File: src/rtl/chbd_pkg.sv
// ----------------------------------------------------------------------------
// Canonical Huffman bit decoder package
// Operation and status codes shared by the decoder and its users.
// ----------------------------------------------------------------------------
`default_nettype none

package chbd_pkg;

	localparam int OP_W     = 2;
	localparam int STATUS_W = 3;
	localparam int SYM_W    = 8;
	localparam int LEN_W    = 5;

	typedef logic [OP_W-1:0]     op_t;
	typedef logic [STATUS_W-1:0] status_t;
	typedef logic [SYM_W-1:0]    sym_t;

	localparam op_t OP_ADD     = 2'd0;
	localparam op_t OP_DECODE  = 2'd1;
	localparam op_t OP_CLEAR   = 2'd2;
	localparam op_t OP_RESTART = 2'd3;

	localparam status_t ST_PENDING = 3'd0;
	localparam status_t ST_SYMBOL  = 3'd1;
	localparam status_t ST_ERROR   = 3'd2;
	localparam status_t ST_ADD_OK  = 3'd3;
	localparam status_t ST_ADD_BAD = 3'd4;

endpackage

`default_nettype wire

File: src/rtl/chbd_ram.sv
// ----------------------------------------------------------------------------
// Generic RAM
// Simple dual-port RAM, one write port and one read port with registered read.
// ----------------------------------------------------------------------------
`default_nettype none

module chbd_ram #(
	parameter int WIDTH = 8,
	parameter int DEPTH = 256
) (
	input  wire logic                     clk,
	input  wire logic                     we,
	input  wire logic [$clog2(DEPTH)-1:0] waddr,
	input  wire logic [WIDTH-1:0]         wdata,
	input  wire logic                     re,
	input  wire logic [$clog2(DEPTH)-1:0] raddr,
	output logic      [WIDTH-1:0]         rdata
);

	logic [WIDTH-1:0] mem_q [DEPTH];

	always_ff @(posedge clk) begin
		if (we) begin
			mem_q[waddr] <= wdata;
		end
		if (re) begin
			rdata <= mem_q[raddr];
		end
	end

endmodule

`default_nettype wire

File: src/rtl/canonical_huffman_bit_decoder.sv
// ----------------------------------------------------------------------------
// Canonical Huffman bit decoder
// Builds a canonical code table from add beats and decodes one bit per beat.
// ----------------------------------------------------------------------------
// Usage:
// Each slave beat carries one operation in s_axis_tuser: add a symbol with a
// code length, decode one coded bit, clear the table, or restart at the root.
// Every input beat produces exactly one master beat with a status in
// m_axis_tuser and the decoded symbol in m_axis_tdata (zero unless a symbol
// was decoded). Symbols take the leftmost free code of their length, so adds
// must come in non-decreasing length order; an out-of-order or overfull add
// is rejected and leaves the table unchanged.
// Throughput is one beat per cycle while the receiver keeps up. From acceptance
// a beat passes through the input register, where the table lookup and state
// update happen and the symbol RAM read is issued, then the result register,
// which also holds the registered RAM read data.
// When the receiver stalls, the result register holds and the input register
// keeps one more beat; s_axis_tready drops only when both are full.
// Reset empties the table and returns the decoder to the root. The symbol
// RAM needs no clearing since only written entries can be reached.
// ----------------------------------------------------------------------------
`default_nettype none

module canonical_huffman_bit_decoder
	import chbd_pkg::*;
#(
	parameter int MAX_CODE_LENGTH = 16,
	parameter int MAX_SYMBOLS     = 256
) (
	input  wire logic        clk,
	input  wire logic        arst_n,
	input  wire logic        s_axis_tvalid,
	output logic             s_axis_tready,
	// [4:0] code_length, [12:5] symbol_in, [13] bit_req, [15:14] zero
	input  wire logic [15:0] s_axis_tdata,
	// [1:0] op
	input  wire logic [1:0]  s_axis_tuser,
	output logic             m_axis_tvalid,
	input  wire logic        m_axis_tready,
	// [7:0] symbol_out
	output logic [7:0]       m_axis_tdata,
	// [2:0] status
	output logic [2:0]       m_axis_tuser
);

	localparam int L  = MAX_CODE_LENGTH;
	localparam int N  = MAX_SYMBOLS;
	localparam int LW = $clog2(L + 1);
	localparam int KW = (L > 1) ? $clog2(L) : 1;
	localparam int SW = $clog2(N + 1);
	localparam int AW = $clog2(N);
	localparam int CW = (L > SW) ? L : SW;

	// Input register.
	logic             vld_s1;
	op_t              op_s1;
	logic [LEN_W-1:0] len_s1;
	sym_t             sym_s1;
	logic             bit_s1;

	// Result register.
	logic             vld_s2;
	status_t          status_s2;

	// Table and decoder state.
	logic [L:0]    next_code_q;
	logic [LW-1:0] last_length_q;
	logic [L-1:0]  first_code_q [L];
	logic [SW-1:0] code_count_q [L];
	logic [AW-1:0] first_index_q [L];
	logic [SW-1:0] symbol_total_q;
	logic [L-1:0]  prefix_q;
	logic [LW-1:0] decode_length_q;

	logic s2_ready;
	logic s1_fire;
	logic s_fire;

	assign s2_ready      = !vld_s2 || m_axis_tready;
	assign s1_fire       = vld_s1 && s2_ready;
	assign s_axis_tready = !vld_s1 || s2_ready;
	assign s_fire        = s_axis_tvalid && s_axis_tready;

	always_ff @(posedge clk or negedge arst_n) begin
		if (!arst_n) begin
			vld_s1 <= 1'b0;
		end else if (s_fire) begin
			vld_s1 <= 1'b1;
		end else if (s1_fire) begin
			vld_s1 <= 1'b0;
		end
	end

	always_ff @(posedge clk) begin
		if (s_fire) begin
			op_s1  <= op_t'(s_axis_tuser);
			len_s1 <= s_axis_tdata[4:0];
			sym_s1 <= s_axis_tdata[12:5];
			bit_s1 <= s_axis_tdata[13];
		end
	end

	// Lookup and update logic for the item in the input register.
	logic          len_ok;
	logic [LW-1:0] len_w;
	logic [KW-1:0] k_sel;
	logic [L-1:0]  fc_k;
	logic [SW-1:0] cc_k;
	logic [AW-1:0] fi_k;
	logic [LW-1:0] add_shift;
	logic [L:0]    add_code;
	logic          add_ok;
	logic [L-1:0]  prefix_n;
	logic [LW-1:0] d_n;
	logic [L-1:0]  off;
	logic          hit;
	logic [LW-1:0] pend_shift;
	logic [L:0]    pend_code;
	logic          pend;
	logic          dec_err_early;
	logic [AW-1:0] rd_idx;
	status_t       status_c;

	always_comb begin
		len_ok    = (len_s1 != '0) && (32'(len_s1) <= 32'(L));
		len_w     = LW'(len_s1);
		k_sel     = (op_s1 == OP_ADD) ? KW'(len_w - LW'(1)) : KW'(decode_length_q);
		fc_k      = first_code_q[k_sel];
		cc_k      = code_count_q[k_sel];
		fi_k      = first_index_q[k_sel];

		add_shift = len_w - last_length_q;
		add_code  = next_code_q << add_shift;
		add_ok    = len_ok && (len_w >= last_length_q)
			&& (symbol_total_q < SW'(N)) && ((add_code >> len_w) == '0);

		dec_err_early = (symbol_total_q == '0) || (decode_length_q >= LW'(L));
		prefix_n   = L'({prefix_q, bit_s1});
		d_n        = decode_length_q + LW'(1);
		off        = prefix_n - fc_k;
		hit        = (cc_k != '0) && (prefix_n >= fc_k) && (CW'(off) < CW'(cc_k));
		pend_shift = last_length_q - d_n;
		pend_code  = {1'b0, prefix_n} << pend_shift;
		pend       = (d_n < last_length_q) && (pend_code < next_code_q);
		rd_idx     = fi_k + AW'(off);

		case (op_s1)
			OP_ADD: begin
				status_c = add_ok ? ST_ADD_OK : ST_ADD_BAD;
			end
			OP_DECODE: begin
				if (dec_err_early) begin
					status_c = ST_ERROR;
				end else if (hit) begin
					status_c = ST_SYMBOL;
				end else if (pend) begin
					status_c = ST_PENDING;
				end else begin
					status_c = ST_ERROR;
				end
			end
			default: begin
				status_c = ST_PENDING;
			end
		endcase
	end

	always_ff @(posedge clk or negedge arst_n) begin
		if (!arst_n) begin
			next_code_q     <= '0;
			last_length_q   <= '0;
			symbol_total_q  <= '0;
			prefix_q        <= '0;
			decode_length_q <= '0;
			for (int i = 0; i < L; i++) begin
				first_code_q[i]  <= '0;
				code_count_q[i]  <= '0;
				first_index_q[i] <= '0;
			end
		end else if (s1_fire) begin
			case (op_s1)
				OP_ADD: begin
					if (add_ok) begin
						if (cc_k == '0) begin
							first_code_q[k_sel]  <= L'(add_code);
							first_index_q[k_sel] <= AW'(symbol_total_q);
						end
						code_count_q[k_sel] <= cc_k + SW'(1);
						symbol_total_q      <= symbol_total_q + SW'(1);
						next_code_q         <= add_code + (L+1)'(1);
						last_length_q       <= len_w;
					end
				end
				OP_DECODE: begin
					if (status_c == ST_PENDING) begin
						prefix_q        <= prefix_n;
						decode_length_q <= d_n;
					end else begin
						prefix_q        <= '0;
						decode_length_q <= '0;
					end
				end
				OP_CLEAR: begin
					next_code_q     <= '0;
					last_length_q   <= '0;
					symbol_total_q  <= '0;
					prefix_q        <= '0;
					decode_length_q <= '0;
					for (int i = 0; i < L; i++) begin
						first_code_q[i]  <= '0;
						code_count_q[i]  <= '0;
						first_index_q[i] <= '0;
					end
				end
				default: begin
					prefix_q        <= '0;
					decode_length_q <= '0;
				end
			endcase
		end
	end

	// The RAM read register only loads together with the result register, so
	// a stalled result keeps its symbol.
	logic ram_we;
	logic ram_re;
	sym_t ram_rdata;

	assign ram_we = s1_fire && (op_s1 == OP_ADD) && add_ok;
	assign ram_re = s1_fire && (status_c == ST_SYMBOL);

	chbd_ram #(
		.WIDTH (SYM_W),
		.DEPTH (N)
	) u_symbol_ram (
		.clk   (clk),
		.we    (ram_we),
		.waddr (AW'(symbol_total_q)),
		.wdata (sym_s1),
		.re    (ram_re),
		.raddr (rd_idx),
		.rdata (ram_rdata)
	);

	always_ff @(posedge clk or negedge arst_n) begin
		if (!arst_n) begin
			vld_s2 <= 1'b0;
		end else if (s1_fire) begin
			vld_s2 <= 1'b1;
		end else if (m_axis_tready) begin
			vld_s2 <= 1'b0;
		end
	end

	always_ff @(posedge clk) begin
		if (s1_fire) begin
			status_s2 <= status_c;
		end
	end

	assign m_axis_tvalid = vld_s2;
	assign m_axis_tuser  = status_s2;
	assign m_axis_tdata  = (status_s2 == ST_SYMBOL) ? ram_rdata : '0;

endmodule

`default_nettype wire

File: config.mk
export PLATFORM = sky130hd
export DESIGN_NAME = canonical_huffman_bit_decoder
export DESIGN_NICKNAME = d
export VERILOG_FILES = /design/src/rtl/chbd_pkg.sv /design/src/rtl/chbd_ram.sv /design/src/rtl/canonical_huffman_bit_decoder.sv
export SDC_FILE = /design/constraint.sdc
export NUM_CORES = 2
export LEC_CHECK = 0
export BUFFER_PORTS_ARGS = -buffer_cell sky130_fd_sc_hd__buf_2
export CORE_MARGIN = 10
export CORE_UTILIZATION = 45
export DETAILED_ROUTE_END_ITERATION = 8
export GPL_ROUTABILITY_DRIVEN = 0
export GPL_TIMING_DRIVEN = 0
export SLEW_MARGIN = 20
export SYNTH_ARGS = -nofsm -noshare
export SYNTH_HDL_FRONTEND = slang
export SYNTH_SLANG_ARGS = --single-unit
File: constraint.sdc
create_clock -name clk -period 9.3 [get_ports clk]
set_input_delay 0.465 -clock clk [delete_from_list [all_inputs] [get_ports clk]]
set_output_delay 0.465 -clock clk [all_outputs]
set_load 0.05 [all_outputs]
==> Yosys cells after proc, flatten, opt, wreduce, memory -nomap -nowiden <==
Memories as Yosys holds them, arrays and structs flattened. A register that Yosys moved wholly into a read port is not among the register bits.
Cells that the tools add are included.
{ "totals": {"register_bits": 600, "latchBits": 0, "ramBits": 2048, "mem_bits_ro": 0, "output_inout_bits": 13, "elab_cells": 171, "memories": 1} }
{ "classes": {"n_addsub": 9, "multipliers": 0, "n_div": 0, "n_lt_le_gt_ge": 10, "n_eq_ne": 6, "n_shift": 3, "mux": 49, "bitwise_logic": 2, "reduce_logical": 31} }
{ "memory_table": {"columns": ["memory", "words", "width", "rd", "rd_clocked_by_memory_dff", "write_ports", "line", "rtl"], "rows": [
  ["u_symbol_ram.mem_q", 256, 8, 1, 1, 1, "chbd_ram.sv:20", "logic [WIDTH-1:0] mem_q [DEPTH];"]
]} }
{ "ops": {"columns": ["operator", "n"], "rows": [
  ["two-way mux 256 bit", 2],
  ["one-hot mux 256 bit (2 select lines)", 1],
  ["one-hot mux 144 bit (2 select lines)", 1],
  ["bitwise mux 256 bit", 1],
  ["two-way mux 128 bit", 2],
  ["one-hot mux 128 bit (2 select lines)", 1],
  ["bitwise mux 144 bit", 1],
  ["two-way mux 144 bit", 1],
  ["bitwise mux 128 bit", 1],
  ["binary-select mux 16 bit (select 4 bit)", 1],
  ["demux 16 bit (select 4 bit)", 1],
  ["two-way mux 16 bit", 3],
  ["binary-select mux 9 bit (select 4 bit)", 1],
  ["demux 9 bit (select 4 bit)", 1],
  ["two-way mux 9 bit", 4],
  ["one-hot mux 17 bit (2 select lines)", 1],
  ["binary-select mux 8 bit (select 4 bit)", 1],
  ["demux 8 bit (select 4 bit)", 1],
  ["two-way mux 8 bit", 4],
  ["one-hot mux 15 bit (2 select lines)", 1],
  ["one-hot mux 5 bit (2 select lines)", 2],
  ["adder 9 x 1 -> 9 bit, second input constant", 2],
  ["logical NOT 9 bit", 2],
  ["one-hot mux 9 bit (2 select lines)", 1],
  ["other kinds (44)", 73]
]} }

==> Logic depth before layout (Yosys ltp) <==
{ "depth": {"ltp_word": 15, "ltp_mapped": 31, "depth_no_buf": 24} }

==> Hierarchy <==
A second synthesis with hierarchy kept.
{ "unflattened": {"hier_cells": 6533, "hier_area_um2": 110374.6} }
{ "by_module_without_submodules": {"columns": ["mod", "n_inst", "cells_per_inst", "area_each_um2"], "rows": [
  ["chbd_ram", 1, 3733, 79636.4],
  ["canonical_huffman_bit_decoder", 1, 2800, 30738.2]
]} }

==> Least setup slack after synthesis <==
Ideal clock, no wire load.
{ "synth_timing": {"path_kind": "flip-flop to flip-flop", "start": "register len_s1[1]", "end": "register u_symbol_ram.rdata[0], read port of u_symbol_ram.mem_q, data pin", "setup_time_ns": 0.270, "t_arrival_ns": 6.906, "path_slack_ns": 2.124, "path_stages_with_launch": 24, "path_buffers": 7, "synth_period_minus_slack_ns": 7.176, "cell_sequence": "edfxtp_1 -> clkbuf_1 -> inv_1 -> ha_1 -> or4b_2 -> o21a_1 -> clkbuf_1 -> clkbuf_1 -> clkbuf_1 -> o22ai_1 -> o21ai_0 -> and4_1 -> ha_1 -> inv_1 -> fa_1 -> fa_1 -> xnor2_1 -> buf_1 -> buf_1 -> buf_1 -> mux4_2 -> mux4_2 -> mux2i_1 -> a21oi_1"} }
{ "synth_between": {"elab_chain_len": 14} }
{ "synth_lines": {"columns": ["item", "line", "rtl"], "rows": [
  ["from (decl)", "canonical_huffman_bit_decoder.sv:57", "logic [LEN_W-1:0] len_s1;"],
  ["from (signal assigned)", "canonical_huffman_bit_decoder.sv:97", "len_s1 <= s_axis_tdata[4:0];"],
  ["subtractor 4 x 1 -> 4 bit", "canonical_huffman_bit_decoder.sv:127", "k_sel = (op_s1 == OP_ADD) ? KW'(len_w - LW'(1)) : KW'(decode_length_q);"],
  ["two-way mux 4 bit", "canonical_huffman_bit_decoder.sv:127", null],
  ["NOT 4 -> 5 bit (implied by the code)", "canonical_huffman_bit_decoder.sv:128, canonical_huffman_bit_decoder.sv:129, canonical_huffman_bit_decoder.sv:130", null],
  ["binary-select mux 16 bit (select 4 bit) / binary-select mux 9 bit (select 4 bit) (equally long branches)", "canonical_huffman_bit_decoder.sv:128, canonical_huffman_bit_decoder.sv:129", null],
  ["two-way mux 16 bit (implied by the code) / two-way mux 9 bit (equally long branches) (2 in series)", "canonical_huffman_bit_decoder.sv:128, canonical_huffman_bit_decoder.sv:129", null],
  ["subtractor 16 bit (tied with other cells)", "canonical_huffman_bit_decoder.sv:140", "off = prefix_n - fc_k;"],
  ["< comparator 16 x 9 -> 1 bit / logical AND 1 bit (equally long branches)", "canonical_huffman_bit_decoder.sv:141", "hit = (cc_k != '0) && (prefix_n >= fc_k) && (CW'(off) < CW'(cc_k));"],
  ["logical AND 1 bit", "canonical_huffman_bit_decoder.sv:141", null],
  ["two-way mux 2 bit", "canonical_huffman_bit_decoder.sv:154", "end else if (hit) begin"],
  ["two-way mux 2 bit", "canonical_huffman_bit_decoder.sv:152", "if (dec_err_early) begin"],
  ["one-hot mux 3 bit (2 select lines)", "canonical_huffman_bit_decoder.sv:147", "case (op_s1)"],
  ["== test 3 x 1 -> 1 bit", "canonical_huffman_bit_decoder.sv:230", "assign ram_re = s1_fire && (status_c == ST_SYMBOL);"],
  ["logical AND 1 bit", "canonical_huffman_bit_decoder.sv:230", null],
  ["to (decl)", "chbd_ram.sv:17", "output logic [WIDTH-1:0] rdata"]
]} }
Several ways; a longest one is shown, not always the timed one. The select of a mux whose other input is x is not followed.
A chain may end at the register's enable or synchronous reset.

==> Final worst setup path <==
{ "layout_timing": {"start": "register len_s1[1]", "end": "register u_symbol_ram.rdata[1], read port of u_symbol_ram.mem_q, data pin"} }
Same word-level chain as after synthesis.

==> results by group <==
Synthesis
  • Area share of the largest cell type after synthesis: 0.560
  • Top-count cell post-synth: edfxtp_1
  • Avg Cell Area, Syn: approximately 17 µm²
  • Commonest cells in the netlist: edfxtp_1, mux4_2, dfrtp_1
  • Unique masters post-synth: roughly 80
  • Cell area after synthesis: ~110000 µm²
  • Mapped Cells: about 6.5k
  • Syn. warnings: 0
  • Top_reg_cell synth: edfxtp_1
  • EDFF count, synth: between 2k and 2.5k
  • Synthesized flop and latch total: about 2.7k
  • Fraction of registers with async set/reset: 0.219
  • Sequential element share of the synthesized area: 0.691
  • Leading area contributor after synthesis: edfxtp_1
  • Syn Nets: around 6.6k
  • Synth top area cells: edfxtp_1, mux4_2, dfrtp_1, o2bb2ai_1, nor2_1

Power and ir drop
  • VDD IR-drop max: 0.346 mV
  • Pwr dens: 334 nW/µm²
  • P_leak: ~0.042 µW

Clocking
  • Clock buffer depth: 4
  • Root buf cell: clkbuf_16
  • Clock latency on the worst-skew pair: approximately 0.95 ns
  • CTS tree: done
  • H-tree depth: 5
  • Clock Pin Slew Worst Setup and Hold Paths: around 0.060 ns
  • Sink Count: 2656
  • Num CTS Buffers: 296

Floorplan
  • Rows: between 150 and 200
  • Top-Level Pins: 35
  • Initial Utilization: 0.452
  • Total die area: 267000 µm²
  • Core ar.: between 200000 and 250000 µm²
  • Die X: around 520 µm
  • Die H: 517 µm

Global routing
  • First-pass GRT wire length: 498 mm
  • GR Util met1: 0.356
  • GR Layer Usage met3: 0.0623
  • GRT overflow: 0
  • Met2 Use GR: 0.385
  • Initial antenna violation count: 10
  • Total track usage: 0.257
  • Largest net degree at the start of global routing: approximately 110
  • GR peak layer: met2
  • Vias in the first global route: about 67k

STA
  • Post-route clock period utilization: 1.01
  • Max-slew violations: 0
  • Post-route setup slack: -0.0552 ns
  • Final hold viol count: 0
  • Setup skew after layout: roughly 0.12 ns
  • Rel. slew slack: 0.150
  • Worst-Margin Slew: 1.28 ns
  • Post-route minimum period: 9.36 ns
  • RSZ-0062 raised after global routing: false
  • Final setup vio count: 1
  • Max Fclk: approximately 110 MHz

Drt
  • DRC Markers: 0
  • WL per Instance: between 30 and 40 µm
  • Total routed wirelength: 350 mm
  • Routed vias: 68.8k
  • Initial DRC count: 10.3k
  • Antenna viol nets, final: 0
  • First-pass DRT Iterations: 9
  • Via density: roughly 6.6

Status
  • Outcome: complete, but fails checks
  • Violated checks: negative setup slack

Cells and area
  • Finished Layout Cells: between 10k and 15k
  • Share of cells above drive strength 1: 0.210
  • Fin area: roughly 130000 µm²
  • Area grow syn2layout: 14.7%
  • Fin nets: between 7k and 8k
  • Finished Core Util: 0.518

Critical path
  • Arrival time of the worst setup path: roughly 10 ns
  • Highest net fanout along the worst path: 11
  • R2R cell count: 24
  • CP Launch Type: register
  • Worst setup EP type: register
  • WS Path Type: register to register
  • Critical Path RT: around 10 ns

Placement
  • Inst Count DP: a little under 10k
  • Detailed placement HPWL: roughly 240 mm
  • Port-buffer cells: 32
  • Cell Area, Placed: ~120000 µm²
  • Pre-CTS setup slack: -2.50 ns

Worst hold path
  • Worst min-delay path category: primary input to async pin

Job
  • Max cap viols: 0
[layout make-up]
type                    instances  area [µm²]
diodes                          7        17.5
plain buffers                 507        2340
clock buffers                 358        7810
clock inverters               154        1560
fillers                     19700      118000
inverters                      48         180
multi-input cells            3265       32300
flip-flops and latches       2656       76800
well taps                    3220        4030
repair buffers                169        2400
[registers in the layout, indices dropped and copies added, names as in the netlist, 9 cells and up]
| name | cells |
|---|---|
| code_count_q | 144 |
| first_code_q | 256 |
| first_index_q | 128 |
| next_code_q | 17 |
| prefix_q | 15 |
| symbol_total_q | 9 |
| u_symbol_ram.mem_q | 2048 |
[worst max-delay path, cell delays in order (launching register included)]
cell and delay (ns):
edfxtp_1 0.49, clkbuf_2 0.32, inv_1 0.23, ha_1 0.43, o31a_1 0.28, clkbuf_2 0.33, clkbuf_2 0.39, clkdlybuf4s18_2 0.54
buf_2 0.43, o22ai_1 0.16, o21ai_1 0.32, nand4_1 0.43, ha_1 0.51, o21a_1 0.16, nor2_1 0.06, xnor2_1 0.27
ha_1 0.32, xnor2_1 0.43, clkbuf_4 0.42, clkbuf_4 0.42, clkbuf_2 0.40, mux4_2 0.47, mux4_2 0.60, mux2i_1 0.35
a21oi_1 0.20
[layer usage]
metal / share of wire / vias to the layer above
met1: 0.40 / 36100
li1: - / 27600
met3: 0.10 / 927
met2: 0.45 / 4201
met4: 0.055 / 12
met5: 0.00021 / -
[report_power, final]
part	switching (µW)	internal (µW)
Clock	4720	6790
Sequential	196	13100
Combinational	10400	7410
Total	15300	27300
[worst paths after layout]
kind                                         from                     to  slack [ns]
worst max-delay path                    len_s1[1]  u_symbol_ram.rdata[1]       -0.06
worst min-delay path                       arst_n         next_code_q[8]        0.12
worst max register to register          len_s1[1]  u_symbol_ram.rdata[1]       -0.06
worst min register to register  first_code_q[204]      first_code_q[204]        0.48
max in group asynchronous                  arst_n      symbol_total_q[2]        7.81
min in group clk                  s_axis_tdata[7]              sym_s1[2]        0.23
[placed cells by master, fill, tap and decap left out, types with 26 or more instances in the layout]
cell,count
dfrtp_1,581
nand3_1,34
bufinv_16,30
clkbuf_16,299
inv_1,47
ha_1,66
a32oi_1,92
nand3b_1,49
or3_1,26
o21ai_0,255
o31ai_1,122
mux2i_1,37
a32o_1,71
xnor2_1,32
clkinv_1,51
nor2_1,436
and2_1,41
o311ai_0,46
buf_8,85
mux4_2,693
clkinv_2,51
o2bb2ai_1,220
nand4_1,40
clkbuf_2,101
clkbuf_1,334
a21oi_1,89
and3_1,39
a22oi_1,74
edfxtp_1,2075
nand2_1,216
buf_2,84
o22ai_1,238
[repair_timing]
item	4_1_cts	5_1_grt
endpoints found under the setup margin	66	496
pin swaps	1	0
buffers inserted	0	1
hold endpoints to repair	200	0
hold buffers	21	0
gates resized for setup	174	64
[through the flow]
step | setup TNS, ns | hold WS (ns) | total power [µW]
6_report | -0.0552 | 0.115 | 42500
5_1_grt | 0 | 0.117 | 43600
4_1_cts | -1.04 | 0.0813 | 42400
3_5_place_dp | -35.38 | 0.360 | 30800
3_3_place_gp | -2469.44 | 0.463 | 30600
2_1_floorplan | 0 | 0.169 | 24000
[cell families after synthesis]
| kind of cell | count (synthesis) | share of synthesized area |
|---|---|---|
| flip-flops | 2656 | 0.691 |
| XOR/XNOR | 55 | 0.00433 |
| buffers and inverters | 561 | 0.0197 |
| AND/OR/NAND/NOR | 1016 | 0.0429 |
| adder cells (fa/ha/maj) | 70 | 0.00815 |
| AO/OA/AOI/OAI | 1389 | 0.0895 |
| multiplexers | 735 | 0.144 |
(Power assumes the default switching activity.)
